[src/hw/rtl/pcds_pkg.sv]
// ----------------------------------------------------------------------------
// Particle cull and depth sort package
// Field widths, register indexes and the cull unit's request and status types.
// ----------------------------------------------------------------------------
package pcds_pkg;

  localparam int DIST_W     = 32;
  localparam int PIX_W      = 32;
  localparam int SCALE_W    = 16;
  localparam int TAG_W      = 8;
  localparam int NUM_OUT_W  = 6;
  localparam int BASE_W     = 32;
  localparam int SMOOTH_W   = 16;
  localparam int THIN_W     = 8;
  localparam int CFG_IDX_W  = 2;
  localparam int CFG_DATA_W = 32;

  localparam logic [CFG_IDX_W-1:0] CFG_FALLOFF_BASE      = 2'd0;
  localparam logic [CFG_IDX_W-1:0] CFG_FALLOFF_SMOOTHING = 2'd1;
  localparam logic [CFG_IDX_W-1:0] CFG_THINNING_FACTOR   = 2'd2;

  typedef struct packed {
    logic [PIX_W-1:0]   pix;
    logic [SCALE_W-1:0] scale;
    logic [TAG_W-1:0]   tag;
    logic [THIN_W-1:0]  thin;
    logic               thin_on;
  } cull_req_t;

  typedef struct packed {
    logic done;
    logic culled;
  } cull_rsp_t;

endpackage

[src/hw/rtl/pcds_cull.sv]
// ----------------------------------------------------------------------------
// Particle cull unit
// Pixel-size falloff compare and a bit-serial tag remainder over the tag's eight bits.
// ----------------------------------------------------------------------------
module pcds_cull (
  input  logic                       clk,
  input  logic                       rst_n,
  input  logic                       start,
  input  pcds_pkg::cull_req_t        req,
  input  logic [pcds_pkg::BASE_W-1:0]   falloff_base,
  input  logic [pcds_pkg::SMOOTH_W-1:0] falloff_smoothing,
  output pcds_pkg::cull_rsp_t        rsp
);
  import pcds_pkg::*;

  localparam int A_W    = BASE_W + SMOOTH_W + 1;
  localparam int PROD_W = A_W - 1 + SCALE_W;
  localparam int STEP_W = $clog2(TAG_W);
  localparam logic [STEP_W-1:0] LAST_STEP = STEP_W'(TAG_W - 1);

  logic [A_W-1:0]    a_r;
  logic [PROD_W-1:0] prod_r;
  logic              a_big_r;
  cull_req_t         req_fix;
  cull_req_t         req_r;
  logic              busy_r;
  logic [STEP_W-1:0] step_r;
  logic [THIN_W-1:0] rem_r;
  logic [THIN_W-1:0] rem_nxt;
  logic [THIN_W:0]   rem_shift;
  logic              too_small;

  // Threshold level depends only on configuration, so it is kept ready ahead of any particle.
  always_ff @(posedge clk) begin
    a_r <= A_W'(falloff_base) * A_W'({1'b0, falloff_smoothing} + (SMOOTH_W + 1)'(256));
  end

  // A thinning factor of zero behaves as one.
  always_comb begin
    req_fix = req;
    if (req.thin == '0) begin
      req_fix.thin = THIN_W'(1);
    end
  end

  always_comb begin
    rem_shift = {rem_r, req_r.tag[LAST_STEP - step_r]};
    if (rem_shift >= {1'b0, req_r.thin}) begin
      rem_nxt = THIN_W'(rem_shift - {1'b0, req_r.thin});
    end else begin
      rem_nxt = rem_shift[THIN_W-1:0];
    end
  end

  always_ff @(posedge clk) begin
    if (!rst_n) begin
      busy_r <= 1'b0;
      step_r <= '0;
    end else if (start) begin
      busy_r <= 1'b1;
      step_r <= '0;
    end else if (busy_r) begin
      step_r <= step_r + STEP_W'(1);
      if (step_r == LAST_STEP) begin
        busy_r <= 1'b0;
      end
    end
  end

  always_ff @(posedge clk) begin
    if (start) begin
      req_r <= req_fix;
      rem_r <= '0;
    end else if (busy_r) begin
      rem_r <= rem_nxt;
      if (step_r == '0) begin
        prod_r  <= PROD_W'(a_r[A_W-2:0]) * PROD_W'(req_r.scale);
        a_big_r <= a_r[A_W-1];
      end
    end
  end

  // Both sides of the compare carry 32 fraction bits.
  always_comb begin
    if (req_r.scale == '0) begin
      too_small = (req_r.pix != '0);
    end else begin
      too_small = !a_big_r && (PROD_W'({req_r.pix, 16'h0000}) > prod_r);
    end
  end

  assign rsp.done   = busy_r && (step_r == LAST_STEP);
  assign rsp.culled = too_small || (req_r.thin_on && (rem_nxt != '0));

endmodule

[config.mk]
export PLATFORM = sky130hd
export DESIGN_NAME = pcds_cull
export DESIGN_NICKNAME = d
export VERILOG_FILES = /design/src/hw/rtl/pcds_pkg.sv /design/src/hw/rtl/pcds_cull.sv
export SDC_FILE = /design/constraint.sdc
export NUM_CORES = 2
export LEC_CHECK = 0
export BUFFER_PORTS_ARGS = -buffer_cell sky130_fd_sc_hd__buf_2
export CAP_MARGIN = 20
export CORE_AREA = 2 2 299 301
export CTS_CLUSTER_SIZE = 14
export DETAILED_ROUTE_END_ITERATION = 10
export DIE_AREA = 0 0 301 303
export PLACE_DENSITY = 0.71
export SETUP_SLACK_MARGIN = 0.5
export SLEW_MARGIN = 10
export SYNTH_ARGS = -nofsm -noshare
export SYNTH_HDL_FRONTEND = slang
export SYNTH_SLANG_ARGS = --single-unit
[constraint.sdc]
create_clock -name clk -period 12.86 [get_ports clk]
set_clock_uncertainty 0.05 [all_clocks]
set_input_delay 1.929 -clock clk [delete_from_list [all_inputs] [get_ports clk]]
set_output_delay 1.929 -clock clk [all_outputs]
set_load 0.1 [all_outputs]
# Yosys cells after proc, flatten, opt, wreduce, memory -nomap -nowiden
# Cells that the tools add are included.
# word_totals
ff_bits	191
latch_bits	0
ram_bits	0
mem_bits_ro	0
input_bits	116
n_memories	0
# op_classes
addsub	4
mul	2
n_div	0
n_lt_le_gt_ge	3
n_eq_ne	1
n_shift	0
n_mux	7
bitwise	2
n_reduce_logical	12
# ops
operator	n
48-bit by 64-bit > comparator with 1-bit output	1
48-bit by 16-bit multiplier with 64-bit output	1
32-bit by 17-bit multiplier with 49-bit output	1
32-bit nonzero test	1
16-bit by 9-bit adder with 17-bit output (second input constant)	1
16-bit logical NOT	1
9-bit by 8-bit >= comparator with 1-bit output	1
8-bit logical NOT	1
8-bit two-way mux	1
8-bit nonzero test	1
8-bit subtractor	1
1-bit two-way mux	5
3-bit by 4-bit less-than comparator with 1-bit output (second input constant)	1
3-bit by 1-bit adder with 3-bit output (second input constant)	1
1-bit binary-select mux with 3-bit select	1
3-bit == test (second input constant)	1
1-bit logical AND	3
3-bit logical NOT	1
3-bit AND reduction	1
3-bit subtractor (first input constant)	1
1-bit inverter	2
2-bit OR reduction	1
1-bit logical NOT	1
1-bit logical OR	1

# Longest topological paths before layout
# logic_depth
depth_word	8
depth_mapped	27

# Worst setup path after synthesis
# No wires, ideal clock.
# synth_timing
kind	input port to flip-flop
startpoint	input port start
endpoint	register a_big_r (enable)
setup_ns	0.650
arrival_ns	8.390
required_ns	12.160
slack_ns	3.770
cell_stages	2
path_buffers	1
cell_sequence	clkbuf_1 > nor4bb_1
# synth_via
elab_chain_cells	2
# synth_lines
element	line	source
start, declared	pcds_cull.sv:8	input logic start,
1-bit inverter (no source line)	-	
3-bit AND reduction (no source line)	-	
end signal, assigned	pcds_cull.sv:78	a_big_r <= a_r[A_W-1];
end, declared	pcds_cull.sv:23	logic a_big_r;
# No other way between the ends.
# A chain may end at the register's enable or synchronous reset.

# Worst setup path in the final report
# layout_timing
startpoint	input port falloff_smoothing[8] (netlist name)
endpoint	register a_r[42]
# layout_via
elab_chain_cells	2
# layout_lines
element	line	source
start, declared	pcds_cull.sv:11	input logic [pcds_pkg::SMOOTH_W-1:0] falloff_smoothing,
16-bit by 9-bit adder with 17-bit output	pcds_cull.sv:35	a_r <= A_W'(falloff_base) * A_W'({1'b0, falloff_smoothing} + (SMOOTH_W + 1)'(256));
32-bit by 17-bit multiplier with 49-bit output	pcds_cull.sv:35	
end signal, assigned	pcds_cull.sv:35	
end, declared	pcds_cull.sv:21	logic [A_W-1:0] a_r;
# No other way between the ends.

==> results by group <==
Run status
  • Outcome: completed

Placement
  • DP HPWL: 92380 um
  • Port Buffer Count: 117
  • Placed cell area: 49300 um^2
  • GPL Wtd Cong: 0.8908
  • Placed cell count: 6318

GRT
  • Initial antenna violation count: 0
  • Vias in the first global route: 38.58k
  • Largest net degree at the start of global routing: 66
  • Gr ovfl total: 0
  • Total GRT Usage: 28.19%
  • First-pass GRT wire length: 201200 um

Cells and area
  • Final non-filler cell total: 6350
  • # fillers: 7828
  • Layout cells sized above 1: 4.108%
  • Area Overhead vs Synth: 3.898%
  • Design Area, Final: 49890 um^2
  • Ant diodes: 0
  • Nets: 6683

Synthesis
  • Synth Area per Inst: 9.090 um^2
  • Compound-Gate Fraction of Synth Area: 5.694%
  • Post-Syn Area: 48010 um^2
  • Largest family of logic cells by synthesized area: adder cells
  • Synthesized instance count: 5282
  • Number of synthesized flops with an enable pin: 130
  • Ys flop type: edfxtp_1
  • Sequential fraction of the synthesis area: 10.67%
  • Post-Synth Simple-Gate Area: 16.02%
  • Post-Synth Adder-Cell Area: 53.43%
  • Synth cell types: 76
  • Synth Warn #: 0
  • Post-Syn Nets: 6793
  • Seq cells post-synth: 191
  • Synth Area in XOR/XNOR: 2.043%
  • Post-synth ARST share: 0%
  • Multiplexer area fraction after synthesis: 0.3883%

Routing
  • DR pass1 iterations: 6
  • Routed vias: 34.95k
  • DRT iter0 DRCs: 2437
  • Remaining DRCs: 0
  • Via density: 5.503
  • Detail Route Antenna Nets: 0
  • WL per Instance: 19.12 um
  • Drt total wl: 121400 um

CTS
  • CTS root buf: clkbuf_16
  • # resized after CTS: 0
  • CTS tree: yes
  • Worst-path clk slew: 0.08 ns
  • Total CTS buffers: 17
  • Clk sinks: 191
  • Postcts setup bufs: 0
  • Clock Latency Late Sink: 0.50 ns
  • Clock buffer depth: 2
  • H-tree depth: 4
  • Post-CTS Hold Buffers: 0

Critical path
  • CP most frequent cell: fa_1
  • Kind of critical path: primary input to flop
  • CP Launch Type: primary input
  • Crit. End Element: flop
  • Slowest cell delay on critical path: 0.63 ns
  • Crit path buffers/inverters: 5
  • Worst Path Arrival: 9.30 ns
  • Critical path required time: 13.23 ns
  • Critical path fanouts, max: 35
  • Crit-path leading delay family: adder cells
  • Slowest CP cell: o41ai_1

Die
  • Site Rows: 109
  • Height of the die: 303 um
  • Ports: 118
  • DIE WIDTH: 301 um
  • Placeable Area: 87970 um^2
  • Starting Density: 54.58%
  • Die ar.: 91200 um^2

STA
  • Final Max Slew Viols: 0
  • Peak Freq: 111.9 MHz
  • Relative slew slack: 31.03%
  • Hold Vio Cnt, Final: 0
  • Sum Neg Setup Slack: 0 ns
  • Fin crit share: 69.48%
  • RSZ-0062 raised after global routing: false
  • Final setup fails: 0
  • Worst Tran Pin Value: 1.020 ns
  • Post-layout min period: 8.935 ns

Run
  • Maximum Capacitance Violations: 0

Min path
  • Hold Crit Class: flop to flop
[metrics by stage]
stage,setup slack (ns),hold WS [ns],util (%)
final,3.925,0.4617,56.71
after global routing,3.597,0.4875,56.71
after CTS,4.031,0.4633,56.71
after detailed placement,3.528,0.4512,56.05
after global placement,3.030,0.4429,56.03
after floorplan,3.770,0.3355,-
[cells in the mapped netlist (all sizes together), types with 37 or more instances]
cell	number	area (um^2)
edfxtp	130	3904
nand2b	39	244.0
nand4	48	300.3
fa	1092	21860
dfxtp	61	1221
inv	1222	4587
xor2	37	324.1
ha	303	3791
o21ai	65	329.1
clkbuf	268	1008
nor2	78	292.8
xnor2	75	656.9
and2	385	2409
a21o	87	653.1
nand2	974	3656
a21oi	145	763.2
[area by class of cell]
| cell class | count | area, um^2 | share of cell area (%) |
|---|---|---|---|
| tap | 1165 | 1458 | 2.922 |
| clock buffer | 18 | 429.2 | 0.8603 |
| inverter | 1222 | 4587 | 9.195 |
| timing repair buffer | 148 | 828.3 | 1.660 |
| sequential | 191 | 5125 | 10.27 |
| multi-input combinational | 3592 | 37310 | 74.78 |
| clock inverter | 14 | 152.6 | 0.3060 |
[tightest hold or removal path: stages, from the launching register on]
cell and delay (ns):
dfxtp_1 0.33, nor2_1 0.09, a211oi_1 0.05
[kinds of logic (layout without fill, tap and decap cells)]
family,Yosys count,count (layout)
AO/OA/AOI/OAI,416,416
XOR/XNOR,112,112
adder cells (fa/ha/maj),1395,1395
buffers and inverters,1499,1402
flip-flops,191,191
multiplexers,16,16
AND/OR/NAND/NOR,1653,1653
[metal layers]
metal | part of all wire, % | track usage (%)
met5 | 0 | 0
met4 | 2.6 | 8.114
met3 | 10 | 7.447
met2 | 46 | 45.50
met1 | 41 | 37.71
[state kept, by name, indices dropped and copies added, names as in the netlist]
signal / count
req_r: 65
prod_r: 64
a_r: 49
rem_r: 8
step_r: 3
a_big_r: 1
busy_r: 1
[cells in the final DEF, fill, tap and decap left out, types with 5 or more instances in the layout]
cell,n
nor3_1,24
and3_1,12
xor2_1,34
a21oi_1,139
buf_4,31
nand2b_1,39
and4_1,5
nand4_1,48
nand3_1,29
or3_1,6
clkbuf_16,17
and2_1,385
inv_1,1222
o211ai_1,5
ha_1,303
a211oi_1,12
nor2_1,78
a31oi_1,20
o21ai_0,60
mux2i_1,13
o31ai_1,7
xnor2_1,72
o21a_1,12
edfxtp_1,130
dfxtp_1,61
buf_2,116
nand2_1,974
nor2b_1,16
fa_1,1092
o21bai_1,20
a21o_1,87
nor4_1,22
[worst paths after layout]
kind | slack, ns | startpoint | endpoint | depth (start not counted)
max | 3.93 | falloff_smoothing[8] | a_r[42] | 25
min | 0.46 | rem_r[3] | rem_r[3] | 2
max reg2reg | 5.17 | req_r[18] | prod_r[56] | 23
min reg2reg | 0.46 | rem_r[3] | rem_r[3] | 2
Power is not shown: default switching activity piles up to over one toggle a cycle in this logic, so the estimate is an artifact.
